$ cat config.mk
export PLATFORM = sky130hd
export DESIGN_NAME = sliding_window_median
export DESIGN_NICKNAME = d
export VERILOG_FILES = /design/src/rtl/core/swm_pkg.sv /design/src/rtl/core/swm_cell.sv /design/src/rtl/core/sliding_window_median.sv
export SDC_FILE = /design/constraint.sdc
export NUM_CORES = 1
export LEC_CHECK = 0
export BUFFER_PORTS_ARGS = -buffer_cell sky130_fd_sc_hd__buf_2
export CAP_MARGIN = 5
export CORE_MARGIN = 3
export CORE_UTILIZATION = 30
export CTS_BUF_LIST = sky130_fd_sc_hd__clkbuf_2 sky130_fd_sc_hd__clkbuf_4 sky130_fd_sc_hd__clkbuf_8
export DETAILED_ROUTE_END_ITERATION = 8
export SLEW_MARGIN = 20
export SYNTH_ARGS = -nofsm -noshare
export SYNTH_HDL_FRONTEND = slang
export SYNTH_SLANG_ARGS = --single-unit
$ cat constraint.sdc
create_clock -name clock -period 7.7 [get_ports clock]
set_input_delay 0 -clock clock [delete_from_list [all_inputs] [get_ports clock]]
set_output_delay 0 -clock clock [all_outputs]
set_load 0.05 [all_outputs]
$ cat src/rtl/core/swm_pkg.sv
// Types shared by the sliding window median cells and the top level.
// No dependencies.
package swm_pkg;

   localparam int SAMPLE_W = 16;

   typedef logic signed [SAMPLE_W-1:0] sample_type;

   // Status that a cell shows to the cell below it.
   typedef struct packed {
      logic valid;
      logic gt_new;
      logic above_del;
   } flags_type;

   // The entry a cell holds once the evicted sample is squeezed out.
   typedef struct packed {
      logic valid;
      logic gt_new;
   } kept_type;

endpackage

$ cat src/rtl/core/swm_cell.sv
// One cell of the sorted sample chain: a value, its age and a valid bit.
// Depends on swm_pkg; instantiated in a row by sliding_window_median.
module swm_cell import swm_pkg::*; #(
   parameter int AGE_W   = 3,
   parameter int MAX_AGE = 7,
   parameter int INDEX   = 0
) (
   input  logic             clock,
   input  logic             reset,
   input  logic             load,
   input  sample_type       new_sample,
   input  logic             full,
   input  sample_type       del_value,
   input  logic [AGE_W-1:0] sel_index,
   input  sample_type       up_value,
   input  logic [AGE_W-1:0] up_age,
   input  flags_type        up_flags,
   input  sample_type       low_value,
   input  logic [AGE_W-1:0] low_age,
   input  kept_type         low_kept,
   output sample_type       value,
   output logic [AGE_W-1:0] age,
   output flags_type        flags,
   output logic             oldest,
   output sample_type       kept_value,
   output logic [AGE_W-1:0] kept_age,
   output kept_type         kept,
   output sample_type       pick_value
);

   localparam logic [AGE_W-1:0] OLDEST = AGE_W'(MAX_AGE);

   sample_type       value_ff, value_in;
   logic [AGE_W-1:0] age_ff, age_in;
   logic             valid_ff, valid_in;

   always_comb begin
      flags.valid     = valid_ff;
      flags.gt_new    = !valid_ff || (value_ff > new_sample);
      flags.above_del = full && (!valid_ff || (value_ff >= del_value));
   end

   always_comb begin
      if (flags.above_del) begin
         kept_value  = up_value;
         kept_age    = up_age;
         kept.valid  = up_flags.valid;
         kept.gt_new = up_flags.gt_new;
      end else begin
         kept_value  = value_ff;
         kept_age    = age_ff;
         kept.valid  = valid_ff;
         kept.gt_new = flags.gt_new;
      end
   end

   always_comb begin
      if (kept.gt_new) begin
         if (low_kept.gt_new) begin
            value_in = low_value;
            age_in   = low_age + AGE_W'(1);
            valid_in = low_kept.valid;
         end else begin
            value_in = new_sample;
            age_in   = '0;
            valid_in = 1'b1;
         end
      end else begin
         value_in = kept_value;
         age_in   = kept_age + AGE_W'(1);
         valid_in = kept.valid;
      end
   end

   always_ff @(posedge clock) begin
      if (reset) begin
         valid_ff <= 1'b0;
      end else if (load) begin
         valid_ff <= valid_in;
      end
   end

   always_ff @(posedge clock) begin
      if (load) begin
         value_ff <= value_in;
         age_ff   <= age_in;
      end
   end

   assign oldest     = full && valid_ff && (age_ff == OLDEST);
   assign value      = value_ff;
   assign age        = age_ff;
   assign pick_value = (sel_index == AGE_W'(INDEX)) ? value_ff : '0;

endmodule

$ cat src/rtl/core/sliding_window_median.sv
// Running median of the last WINDOW_SIZE signed 16-bit samples, upper median
// when the count is even, over fewer samples during warm-up after reset. The
// samples sit in a sorted chain of cells with age tags; a transaction evicts the
// oldest sample and inserts the new one, and the median is then selected from
// the chain and registered once the output register is free, so the result can
// stall behind a held response; no new sample is accepted until that result is
// registered. Depends on swm_pkg and swm_cell.
module sliding_window_median import swm_pkg::*; #(
   parameter int WINDOW_SIZE = 8
) (
   input  logic       clock,
   input  logic       reset,
   input  logic       req_valid,
   output logic       req_ready,
   input  sample_type req_sample,
   output logic       rsp_valid,
   input  logic       rsp_ready,
   output sample_type rsp_median
);

   localparam int AGE_W = (WINDOW_SIZE > 1) ? $clog2(WINDOW_SIZE) : 1;
   localparam int CNT_W = $clog2(WINDOW_SIZE + 1);

   logic [CNT_W-1:0] count_ff;
   logic             pend_ff;
   logic             rsp_valid_ff;
   sample_type       rsp_median_ff;

   logic             accept;
   logic             load_rsp;
   logic             full;
   logic [AGE_W-1:0] sel_index;
   sample_type       del_value;
   sample_type       median;

   sample_type       value_w      [WINDOW_SIZE];
   logic [AGE_W-1:0] age_w        [WINDOW_SIZE];
   flags_type        flags_w      [WINDOW_SIZE];
   logic             oldest_w     [WINDOW_SIZE];
   sample_type       kept_value_w [WINDOW_SIZE];
   logic [AGE_W-1:0] kept_age_w   [WINDOW_SIZE];
   kept_type         kept_w       [WINDOW_SIZE];
   sample_type       pick_w       [WINDOW_SIZE];

   assign accept    = req_valid && req_ready;
   assign load_rsp  = pend_ff && (!rsp_valid_ff || rsp_ready);
   assign full      = (count_ff == CNT_W'(WINDOW_SIZE));
   assign sel_index = AGE_W'(count_ff >> 1);

   always_comb begin
      del_value = '0;
      median    = '0;
      for (int i = 0; i < WINDOW_SIZE; i++) begin
         del_value = del_value | (oldest_w[i] ? value_w[i] : sample_type'(0));
         median    = median | pick_w[i];
      end
   end

   for (genvar i = 0; i < WINDOW_SIZE; i++) begin : g_cell
      sample_type       up_value;
      logic [AGE_W-1:0] up_age;
      flags_type        up_flags;
      sample_type       low_value;
      logic [AGE_W-1:0] low_age;
      kept_type         low_kept;

      if (i == WINDOW_SIZE - 1) begin : g_top
         assign up_value = '0;
         assign up_age   = '0;
         assign up_flags = '{valid: 1'b0, gt_new: 1'b1, above_del: 1'b1};
      end else begin : g_mid
         assign up_value = value_w[i+1];
         assign up_age   = age_w[i+1];
         assign up_flags = flags_w[i+1];
      end

      if (i == 0) begin : g_bottom
         assign low_value = '0;
         assign low_age   = '0;
         assign low_kept  = '{valid: 1'b0, gt_new: 1'b0};
      end else begin : g_inner
         assign low_value = kept_value_w[i-1];
         assign low_age   = kept_age_w[i-1];
         assign low_kept  = kept_w[i-1];
      end

      swm_cell #(
         .AGE_W   (AGE_W),
         .MAX_AGE (WINDOW_SIZE - 1),
         .INDEX   (i)
      ) u_cell (
         .clock      (clock),
         .reset      (reset),
         .load       (accept),
         .new_sample (req_sample),
         .full       (full),
         .del_value  (del_value),
         .sel_index  (sel_index),
         .up_value   (up_value),
         .up_age     (up_age),
         .up_flags   (up_flags),
         .low_value  (low_value),
         .low_age    (low_age),
         .low_kept   (low_kept),
         .value      (value_w[i]),
         .age        (age_w[i]),
         .flags      (flags_w[i]),
         .oldest     (oldest_w[i]),
         .kept_value (kept_value_w[i]),
         .kept_age   (kept_age_w[i]),
         .kept       (kept_w[i]),
         .pick_value (pick_w[i])
      );
   end

   always_ff @(posedge clock) begin
      if (reset) begin
         count_ff     <= '0;
         pend_ff      <= 1'b0;
         rsp_valid_ff <= 1'b0;
      end else begin
         if (accept && !full) begin
            count_ff <= count_ff + CNT_W'(1);
         end
         if (accept) begin
            pend_ff <= 1'b1;
         end else if (load_rsp) begin
            pend_ff <= 1'b0;
         end
         if (load_rsp) begin
            rsp_valid_ff <= 1'b1;
         end else if (rsp_ready) begin
            rsp_valid_ff <= 1'b0;
         end
      end
   end

   always_ff @(posedge clock) begin
      if (load_rsp) begin
         rsp_median_ff <= median;
      end
   end

   assign req_ready  = !pend_ff;
   assign rsp_valid  = rsp_valid_ff;
   assign rsp_median = rsp_median_ff;

endmodule

==> out/metrics.yaml <==
floorplan:
  top_level_ports: 38
  rows: 91
  die_area_sq_um: 65770
  dieWidth_um: 256.5
  die_h_um: 256.5
  core_sq_um: 61830
  initial_core_util: 0.3044
setup_path:
  worstPathRequired_ns: 8.01
  worst-setup-path-type: "register to register"
  end_kind: "register"
  r2r_end: "g_cell[4].u_cell.age[2]"
  path_max_fanout: 26
  r2r_cells: 18
  critPathArrivalTime_ns: 6.97
  reg2reg_from: "count_ff[1]"
  start_kind: "register"
  rrSetupSlack_ns: 1.04
clock_tree:
  htree_levels: 4
  cts_hold_buf: 20
  clk_path_buf_depth: 2
  cts-root-buf: "clkbuf_8"
  insertion_delay_ns: 0.61
  path_clk_slew_ns: 0.12
  cts_buffers: 17
  ctsResizeCount: 0
  post_cts_buffers: 0
  cts_tree: "done"
  cts_sinks: 182
placed_design:
  dp_hpwl_um: 61060
  portBuffers: 37
  gp_congestion: 0.9599
  preCtsSetupSlack_ns: 1.284
  place_area_sq_um: 20000
run:
  drv_cap: 0
yosys:
  yosysWarnings: 0
  synth.largest_area_cell: "edfxtp_1"
  syn_inst: 1948
  ys_top_cells_by_area: "edfxtp_1 (27%), ha_1 (18%), mux2i_1 (6.3%)"
  synth_fp_nets: 2234
  yosysTopAreaCellShare: 0.2681
  synth_ff_type: "edfxtp_1"
  syn_avg_cell_area_sq_um: 9.660
  synth-async-reset-ratio: 0
  ys_seq_area_frac: 0.2830
  synth_most_common_cell: "ha_1"
  synth-seq-cells: 182
  yosys-top-cells-count: "ha_1 (266), a21oi_1 (176), edfxtp_1 (168)"
  synth_edf_count: 168
  syn_area_sq_um: 18820
  ys_types: 81
route:
  drt_iter0_drc: 2230
  drtAntennaViolNets: 0
  routedWlPerCell_um: 28.98
  first_pass_iters: 7
  via_per_inst: 6.377
  dr_total_vias: 17870
  drcViolationCount: 0
  finalWirelength_um: 81210
min_path:
  min_from: "req_sample[0]"
  hold_path_class: "input port to register"
  holdPathStages: 3
  whs_endpoint: "g_cell[7].u_cell.value[0]"
sta:
  fin_crit_ns: 6.660
  setup_violations: 0
  hold_violations: 0
  layout_setup_ws_ns: 1.040
  max_freq_mhz: 150.2
  fin_worst_skew_ns: 0.03126
  relSlewSlack: 0.2779
  setup_tns_ns: 0
  tightest_slew_ns: 1.056
  rsz0062_at_grt: "false"
  fin_crit_sh: 0.8649
  slew_viol_final: 0
final_layout:
  area_growth_pct: 9.401
  fillers: 6320
  nets: 2237
  multi_input_comb_area_sq_um: 12780
  fin_area_sq_um: 20590
  final-seq-area_sq_um: 5329
  drive_above_1_share: 0.1309
global_routing:
  grt_pass1_wl_um: 117100
  antenna_found_initial: 4
  first_global_vias: 17030
  overflow: 0
  grt_start_max_net_pins: 90
  grt.total_usage: 0.2397
power_and_ir_drop:
  p_per_area_nw_per_um2: 165.9
  vdd_drop_max_mv: 0.1138
  p_total_mw: 3.415
  cellLeakagePower_nw: 7.935
run_status:
  status: "finished clean"
-- routing by layer --
metal  global-route usage  share of wire  vias up
li1                     -              -     7824
met2               0.3785           0.45     1058
met1               0.3212           0.42     8789
met3              0.04563          0.089      193
met5                    0        0.00033        -
met4               0.1000          0.042        4
-- sequential cells by signal (all words and copies together) (netlist names) --
signal and cells:
g_cell.u_cell.age 24, rsp_median 16, count_ff 4, rsp_valid 1
g_cell.u_cell.valid_ff 8, pend_ff 1, g_cell.u_cell.value 128
-- cell type report --
class	count	area share
flip-flops and latches	182	0.2588
repair buffers	113	0.04096
multi-input cells	1585	0.6208
inverters	52	0.009724
diodes	1	0.0001216
clock inverters	13	0.005956
well taps	837	0.05087
clock buffers	19	0.01270
-- worst max-delay path by stage --
stage / startpoint / to / slack, ns / depth (start not counted)
2_1_floorplan: count_ff[1] / g_cell[7].u_cell.age[2] / 1.67 / 23
3_3_place_gp: count_ff[1] / g_cell[5].u_cell.value[2] / 1.39 / 17
3_5_place_dp: count_ff[1] / g_cell[4].u_cell.age[2] / 1.28 / 18
4_1_cts: count_ff[1] / g_cell[4].u_cell.age[2] / 1.22 / 18
5_1_grt: count_ff[1] / g_cell[7].u_cell.age[2] / 0.82 / 20
6_report: count_ff[1] / g_cell[4].u_cell.age[2] / 1.04 / 18
-- worst max-delay path: stages, from the launching register on --
cell	delay, ns
dfxtp_2	0.35
clkinv_1	0.26
ha_1	0.34
nand2_2	0.52
nor2_1	0.12
buf_4	0.24
a22oi_1	0.19
and4_1	0.55
ha_1	0.29
nand4_1	0.24
nor4_1	0.39
a21boi_0	0.49
nor4_1	0.15
o31ai_4	0.78
buf_4	0.35
mux2_2	0.40
ha_1	0.20
xor2_1	0.36
o22ai_1	0.14
-- where the power goes --
part	switching [mW]	internal, mW	total (mW)
clock network	0.436	0.276	0.712
logic	0.703	0.474	1.18
registers	0.271	1.26	1.53
total	1.41	2.01	3.41
-- cells by family after synthesis --
group,synth area share
AO/OA/AOI/OAI,0.2206
XOR/XNOR,0.004655
adder cells (fa/ha/maj),0.1769
buffers and inverters,0.04102
flip-flops,0.2830
multiplexers,0.1382
AND/OR/NAND/NOR,0.1357
-- placed cells by master, fill, tap and decap left out, types with 69 or more instances in the layout --
| cell type | instances |
|---|---|
| nand2_1 | 77 |
| a21oi_1 | 176 |
| a22oi_1 | 69 |
| nand4_1 | 72 |
| nor2_1 | 97 |
| mux2_2 | 80 |
| o21ai_0 | 78 |
| edfxtp_1 | 168 |
| ha_1 | 266 |
| mux2i_1 | 118 |
-- through the flow --
| stage | utilization | hold WS, ns | instances |
|---|---|---|---|
| floorplan | - | 0.1623 | 1948 |
| global placement | 0.3235 | 0.2691 | 2749 |
| detailed placement | 0.3235 | 0.2861 | 2749 |
| CTS | 0.3329 | 0.008494 | 2801 |
| global route | 0.3330 | 0.08041 | 2802 |
| finish | 0.3330 | 0.09830 | 2802 |
No activity file was read; power rests on OpenSTA's default activity.
